--- src/hw/rtl/rgn_pkg.sv ---
// Shared constants, operation codes and control types of the region size table.
`timescale 1ns / 1ps
package rgn_pkg;

  // Table geometry.
  localparam int ENTRIES = 4096;
  localparam int IDX_W   = $clog2(ENTRIES);
  localparam int CNT_W   = $clog2(ENTRIES + 1);

  // Payload widths.
  localparam int FUNC_W  = 2;
  localparam int ADDR_W  = 48;
  localparam int ENT_W   = 2 * ADDR_W;

  // Operation codes.
  localparam logic [FUNC_W-1:0] FUNC_RECORD = 2'd0;
  localparam logic [FUNC_W-1:0] FUNC_LOOKUP = 2'd1;
  localparam logic [FUNC_W-1:0] FUNC_REMOVE = 2'd2;
  localparam logic [FUNC_W-1:0] FUNC_NOP    = 2'd3;

  // Commands from the controller to the datapath.
  typedef struct packed {
    logic clr_wr;    // write a free entry at the sweep counter
    logic load;      // capture the request beat and restart the counter
    logic rd_en;     // read the entry at the counter and advance
    logic hit_cap;   // take the compared entry as the result
    logic miss_cap;  // take an empty result
    logic push;      // move the result into the output register
  } dp_cmd_t;

  // Status from the datapath to the controller.
  typedef struct packed {
    logic clear_last;  // the sweep counter is at the last entry
    logic issue_done;  // every entry has been read
    logic in_trivial;  // the offered request can never match
    logic cmp_valid;   // read data is present for comparison
    logic cmp_match;   // read data matches the search target
    logic cmp_last;    // read data belongs to the last entry
    logic out_free;    // the output register can take a result
  } dp_sts_t;

endpackage

--- src/hw/rtl/rgn_ctrl.sv ---
// Controller state machine: clearing sweep, request intake, table scan and result hand-off.
`timescale 1ns / 1ps
module rgn_ctrl (
  input  logic             clk,
  input  logic             rst,
  input  logic             in_valid,
  output logic             in_ready,
  input  rgn_pkg::dp_sts_t sts,
  output rgn_pkg::dp_cmd_t cmd
);
  import rgn_pkg::*;

  typedef enum logic [3:0] {
    ST_CLEAR = 4'b0001,
    ST_IDLE  = 4'b0010,
    ST_SCAN  = 4'b0100,
    ST_DONE  = 4'b1000
  } state_t;

  state_t state;
  state_t state_next;

  // State register; reset starts the clearing sweep.
  always_ff @(posedge clk) begin
    if (rst) begin
      state <= ST_CLEAR;
    end else begin
      state <= state_next;
    end
  end

  // Next state and datapath commands.
  always_comb begin
    state_next = state;
    cmd        = '0;
    in_ready   = 1'b0;
    case (state)
      ST_CLEAR: begin
        cmd.clr_wr = 1'b1;
        if (sts.clear_last) begin
          state_next = ST_IDLE;
        end
      end
      ST_IDLE: begin
        in_ready = 1'b1;
        if (in_valid) begin
          cmd.load = 1'b1;
          if (sts.in_trivial) begin
            cmd.miss_cap = 1'b1;
            state_next   = ST_DONE;
          end else begin
            state_next = ST_SCAN;
          end
        end
      end
      ST_SCAN: begin
        // Reads are issued one entry a cycle; each compare follows in the cycle after its read.
        cmd.rd_en = !sts.issue_done;
        if (sts.cmp_valid) begin
          if (sts.cmp_match) begin
            cmd.hit_cap = 1'b1;
            state_next  = ST_DONE;
          end else if (sts.cmp_last) begin
            cmd.miss_cap = 1'b1;
            state_next   = ST_DONE;
          end
        end
      end
      ST_DONE: begin
        if (sts.out_free) begin
          cmd.push   = 1'b1;
          state_next = ST_IDLE;
        end
      end
      default: begin
        state_next = ST_CLEAR;
      end
    endcase
  end

endmodule

--- config.mk ---
export PLATFORM = sky130hd
export DESIGN_NAME = rgn_ctrl
export DESIGN_NICKNAME = d
export VERILOG_FILES = /design/src/hw/rtl/rgn_pkg.sv /design/src/hw/rtl/rgn_ctrl.sv
export SDC_FILE = /design/constraint.sdc
export NUM_CORES = 1
export LEC_CHECK = 0
export BUFFER_PORTS_ARGS = -buffer_cell sky130_fd_sc_hd__buf_2
export CORE_AREA = 2 2 39 41
export CTS_CLUSTER_DIAMETER = 80
export DETAILED_ROUTE_END_ITERATION = 8
export DIE_AREA = 0 0 41 43
export SYNTH_ARGS = -nofsm -noshare
export SYNTH_HDL_FRONTEND = slang
export SYNTH_SLANG_ARGS = --single-unit
--- constraint.sdc ---
create_clock -name clk -period 1.5 [get_ports clk]
set_input_delay 0.075 -clock clk [delete_from_list [all_inputs] [get_ports clk]]
set_output_delay 0.075 -clock clk [all_outputs]
set_load 0.05 [all_outputs]
Word-level counts from Yosys, hierarchy flattened
Cells that the tools add are included.
Storage, ports and cells
  register bits after elaboration: 4
  bits of input ports: 10
  output and inout port bits: 7
  logic and storage cells: 34
Cells by class
  eq/ne operators: 9
  multiplexer cells: 22
  reductions and logical operators: 2
Operators with widths (count)
  $mux W4: 7
  $pmux W4 S4: 1
  $mux W1: 11
  $ne A2 B2 Y1 const B: 4
  $reduce_and A5 Y1: 1
  $eq A4 B1 Y1 const B: 1
  $eq A4 B2 Y1 const B: 1
  $eq A4 B3 Y1 const B: 1
  $eq A4 B4 Y1 const B: 1
  $mux W2: 2
  $ne A3 B3 Y1 const B: 1
  $pmux W1 S2: 1
  $logic_not A1 Y1: 1

Depth between registers and ports, before layout
  depth in word-level cells: 4
  mapped depth: 5
  mapped depth without buffers: 4

Worst setup path after synthesis
No wires, ideal clock.
  path kind: reg-to-output
  start: register state[1]
  end: output cmd[1] (netlist bit)
  data arrival time: 2.618 ns
  required time: 1.425 ns
  setup slack: -1.193 ns
  cell stages (with the launch flop): 5
  buffers on the path: 1
  cells stage by stage: dfxtp_1 > clkbuf_4 > nor4b_2 > and2_1 > a32o_1
RTL lines
  start: declaration: line rgn_ctrl.sv:20  | state_t state;
  start signal: assignment: line rgn_ctrl.sv:28  | state <= state_next;
  end: declaration: line rgn_ctrl.sv:9  | output rgn_pkg::dp_cmd_t cmd

==> metrics.md <==
| Metric | Value |
|---|---|
| Synth top area share | `roughly a quarter` |
| Fin worst setup slack | `-0.01462 ns` |
| Max FFs per register | `4` |
| Static Leak | `between 0.2 and 0.3 nW` |
| Layout Nets | `77` |
| Die Y-Extent | `43 um` |
| CTS tree | `yes` |
| Grt total ovfl | `0` |
| I/O Buffers | `16` |
| Hold Startpoint | `rst` |
| Most used routing layer in global routing | `met2` |
| FFs w/ async S/R, synth | `0%` |
| Clock transition at path regs | `0.04 ns` |
| Crit path to | `cmd[2]` |
| Crit share post-route | `101.0%` |
| Max incr delay on CP | `about 0.34 ns` |
| Fmax | `660.2 MHz` |
| Combinational Power Share | `between 30% and 40%` |
| Layout cells sized above 1 | `67.69%` |
| CP required | `1.42 ns` |
| Vias in the first global route | `363` |
| Overall Power | `approximately 0.00040 W` |
| Met1 Track Usage GR | `between 15 and 20%` |
| Reg2Reg Setup Slack | `0.02 ns` |
| CP Launch Type | `flip-flop` |
| Total core area | `0.001384 mm^2` |
| Max_cap viols | `0` |
| CP Buf/Inv Count | `3` |
| Worst VDD drop | `0.3346 mV` |
| Sequential cell area | `88.84 um^2` |
| #FFs+latches synth | `4` |
| EDFF count, synth | `0` |
| Switching share of power | `between 30% and 40%` |
| Synth area leader | `dfxtp_1` |
| GP Congestion | `0.6586` |
| Proportion of power drawn by flip-flops and latches | `between 30% and 40%` |
| Slowest-stage cell, CP | `dfxtp_4` |
| Violated checks | `setup timing` |
| Placed instance area | `491.7 um^2` |
| Final min period | `1.515 ns` |
| Hold Crit Class | `input port to flip-flop` |
| Total track usage | `12.74%` |
| Critical path endpoint category | `output pin` |
| CP Depth | `5` |
| Pin count of the biggest net entering global routing | `7` |
| Num CTS Buffers | `3` |
| Final Core Density | `45.03%` |
| Mapped Area | `317.8 um^2` |
| Starting Density | `22.97%` |
| Layout overhead on the synthesized area | `96.06%` |
| Largest reg by FF count | `state` |
| Warnings from Yosys | `0` |
| Sequential share of the synthesized area | `25.20%` |
| Drt first-iter violations | `8` |
| Slew HR | `81.55%` |
| Die area | `0.001763 mm^2` |
| Antenna violations before repair | `0` |
| Power Dens Cells | `643.7 mW/mm^2` |
| Clock buffer depth | `2` |
| Reg2Reg Depth | `5` |
| R2r startpoint | `state[3]$_SDFFE_PP0P_` |
| Slew @ Worst Pin | `around 0.27 ns` |
| Root buffer selected by CTS | `clkbuf_4` |
| Fillcell total | `141` |
| NetSw | `between 0.0001 and 0.00015 W` |
| Diode count | `0` |
| Post-DR wirelength/cell | `about 12 um` |
| RSZ-0062 raised after global routing | `true` |
| Pre-antenna DRT Iters | `4` |
| Family with the most delay on the worst path | `buffers and inverters` |
| Worst-Skew Late Latency | `roughly 0.24 ns` |
| Critical path fanouts, max | `5` |
| Row cnt | `14` |
| Area of the multi-input gates | `280.3 um^2` |
| WS Path Type | `flip-flop to output pin` |
| Antenna viol nets, final | `0` |
| Setup-failing EPs final | `2` |
| Slew Limit Fails | `0` |
| DP HPWL | `a little over 700 um` |
| Worst path cell trace | `buf_6 -> nor4b_4 -> buf_4 -> and3_4 -> buf_8` |
| Syn Area/Cell | `9.080 um^2` |
| Cell count after synthesis | `35` |
| Post-CTS Hold Buffers | `0` |
| H-Tree Depth | `1` |
| Final wirelength | `975 um` |
| Top area cells in the synthesized netlist | `dfxtp_1, nor4b_2, nand2b_1` |
| Met3 Use GR | `1.571%` |
| Vias/cell | `4.852` |
| Vias | `about 400` |
| Cell-internal power | `0.0002665 W` |
| Clk network pwr share | `35.0%` |
| Netlist cell types | `23` |
| Crit Reg-Reg Endpoint | `state[3]$_SDFFE_PP0P_` |
| Most used DFF post-synth | `dfxtp_1` |
| Skew final | `0.0009034 ns` |
| Most frequent cells after synthesis | `dfxtp_1, nand2b_1, nor2_1, nor2b_1` |
| Status | `finished with violations` |
| Top Ports | `17` |
| Worst Path Arrival | `around 1.4 ns` |
| Die width | `41 um` |
| Regs by FF count | `state: 4 flops` |
| Sink Count | `4` |
| Post-Syn Nets | `45` |
| Critical Path Source | `state[3]$_SDFFE_PP0P_` |
| Met2 Use GR | `20.00%` |
| Global-route wire length before repair | `~1.5 mm` |
| Design area | `623.1 um^2` |
| Final hold vios | `0` |
| DRC | `0` |
## kinds of logic after synthesis
family / Yosys count / share of synthesized area (%)
AND/OR/NAND/NOR: 17 / 40.94
XOR/XNOR: 1 / 2.756
AO/OA/AOI/OAI: 10 / 24.02
buffers and inverters: 2 / 3.543
flip-flops: 4 / 25.20
multiplexers: 1 / 3.543
## area by class of cell
type / instances / area share, %
Multi-Input combinational cell: 29 / 44.98
Inverter: 1 / 0.6024
Tap cell: 16 / 3.213
Timing Repair Buffer: 28 / 33.33
Sequential cell: 4 / 14.26
Clock buffer: 3 / 3.614
## layer usage
| metal | routed length (um) | vias to the layer above |
|---|---|---|
| li1 | - | 194 |
| met1 | 419 | 185 |
| met2 | 504 | 12 |
| met3 | 32 | 2 |
| met4 | 19 | 0 |
| met5 | 0 | - |
## layout by cell type, fill, tap and decap left out
master     n
buf_2     10
nor2b_1    2
and3_4     1
buf_6      4
dfxtp_2    1
nor2b_4    1
nor2_1     3
a21oi_1    2
buf_8      1
buf_4     13
a211oi_1   1
mux2_1     1
inv_1      1
nor3_2     1
nor4b_4    3
o32a_1     1
o21ai_0    1
and2_4     1
dfxtp_4    2
a32o_2     1
nand2b_1   3
clkbuf_4   3
nand2b_4   1
nand2_1    1
dfxtp_1    1
o41ai_1    1
o311ai_2   1
o21bai_1   1
xnor2_1    1
o22a_1     1
## power groups by stage
| stage | registers (W) | logic [W] | clock network (W) |
|---|---|---|---|
| 2_1_floorplan | 0.000123 | 0.0000916 | 0 |
| 3_3_place_gp | 0.000127 | 0.000120 | 0 |
| 3_5_place_dp | 0.000128 | 0.000120 | 0 |
| 4_1_cts | 0.000125 | 0.000129 | 0.000143 |
| 5_1_grt | 0.000127 | 0.000145 | 0.000145 |
| 6_report | 0.000126 | 0.000135 | 0.000140 |
## per-stage QoR
step | hold WS, ns | setup WS (ns) | setup TNS, ns | std cells
final | 0.06012 | -0.01462 | -0.02713 | 81
after global routing | 0.08890 | -0.05931 | -0.2163 | 81
after CTS | 0.06331 | -0.04474 | -0.1507 | 80
after detailed placement | 0.3130 | -0.01092 | -0.01092 | 73
after global placement | 0.3115 | 0.02242 | 0 | 73
after floorplan | 0.1441 | -0.4284 | -1.280 | 35
## what timing repair did
item                       in CTS  in global routing
pin swaps                       4                  2
gates resized for setup        16                  6
setup endpoints to repair       6                  7
buffers inserted                4                  1
## worst min-delay path by stage
stage	endpoint	slack (ns)	cells after the start
4_1_cts	state[2]$_SDFFE_PP0P_	0.06	2
3_5_place_dp	state[2]$_SDFFE_PP0P_	0.31	2
6_report	state[2]$_SDFFE_PP0P_	0.06	2
3_3_place_gp	state[2]$_SDFFE_PP0P_	0.31	2
2_1_floorplan	state[2]$_SDFFE_PP0P_	0.14	1
5_1_grt	state[1]$_SDFFE_PP0P_	0.09	2
Power figures use the tool's default switching activity.
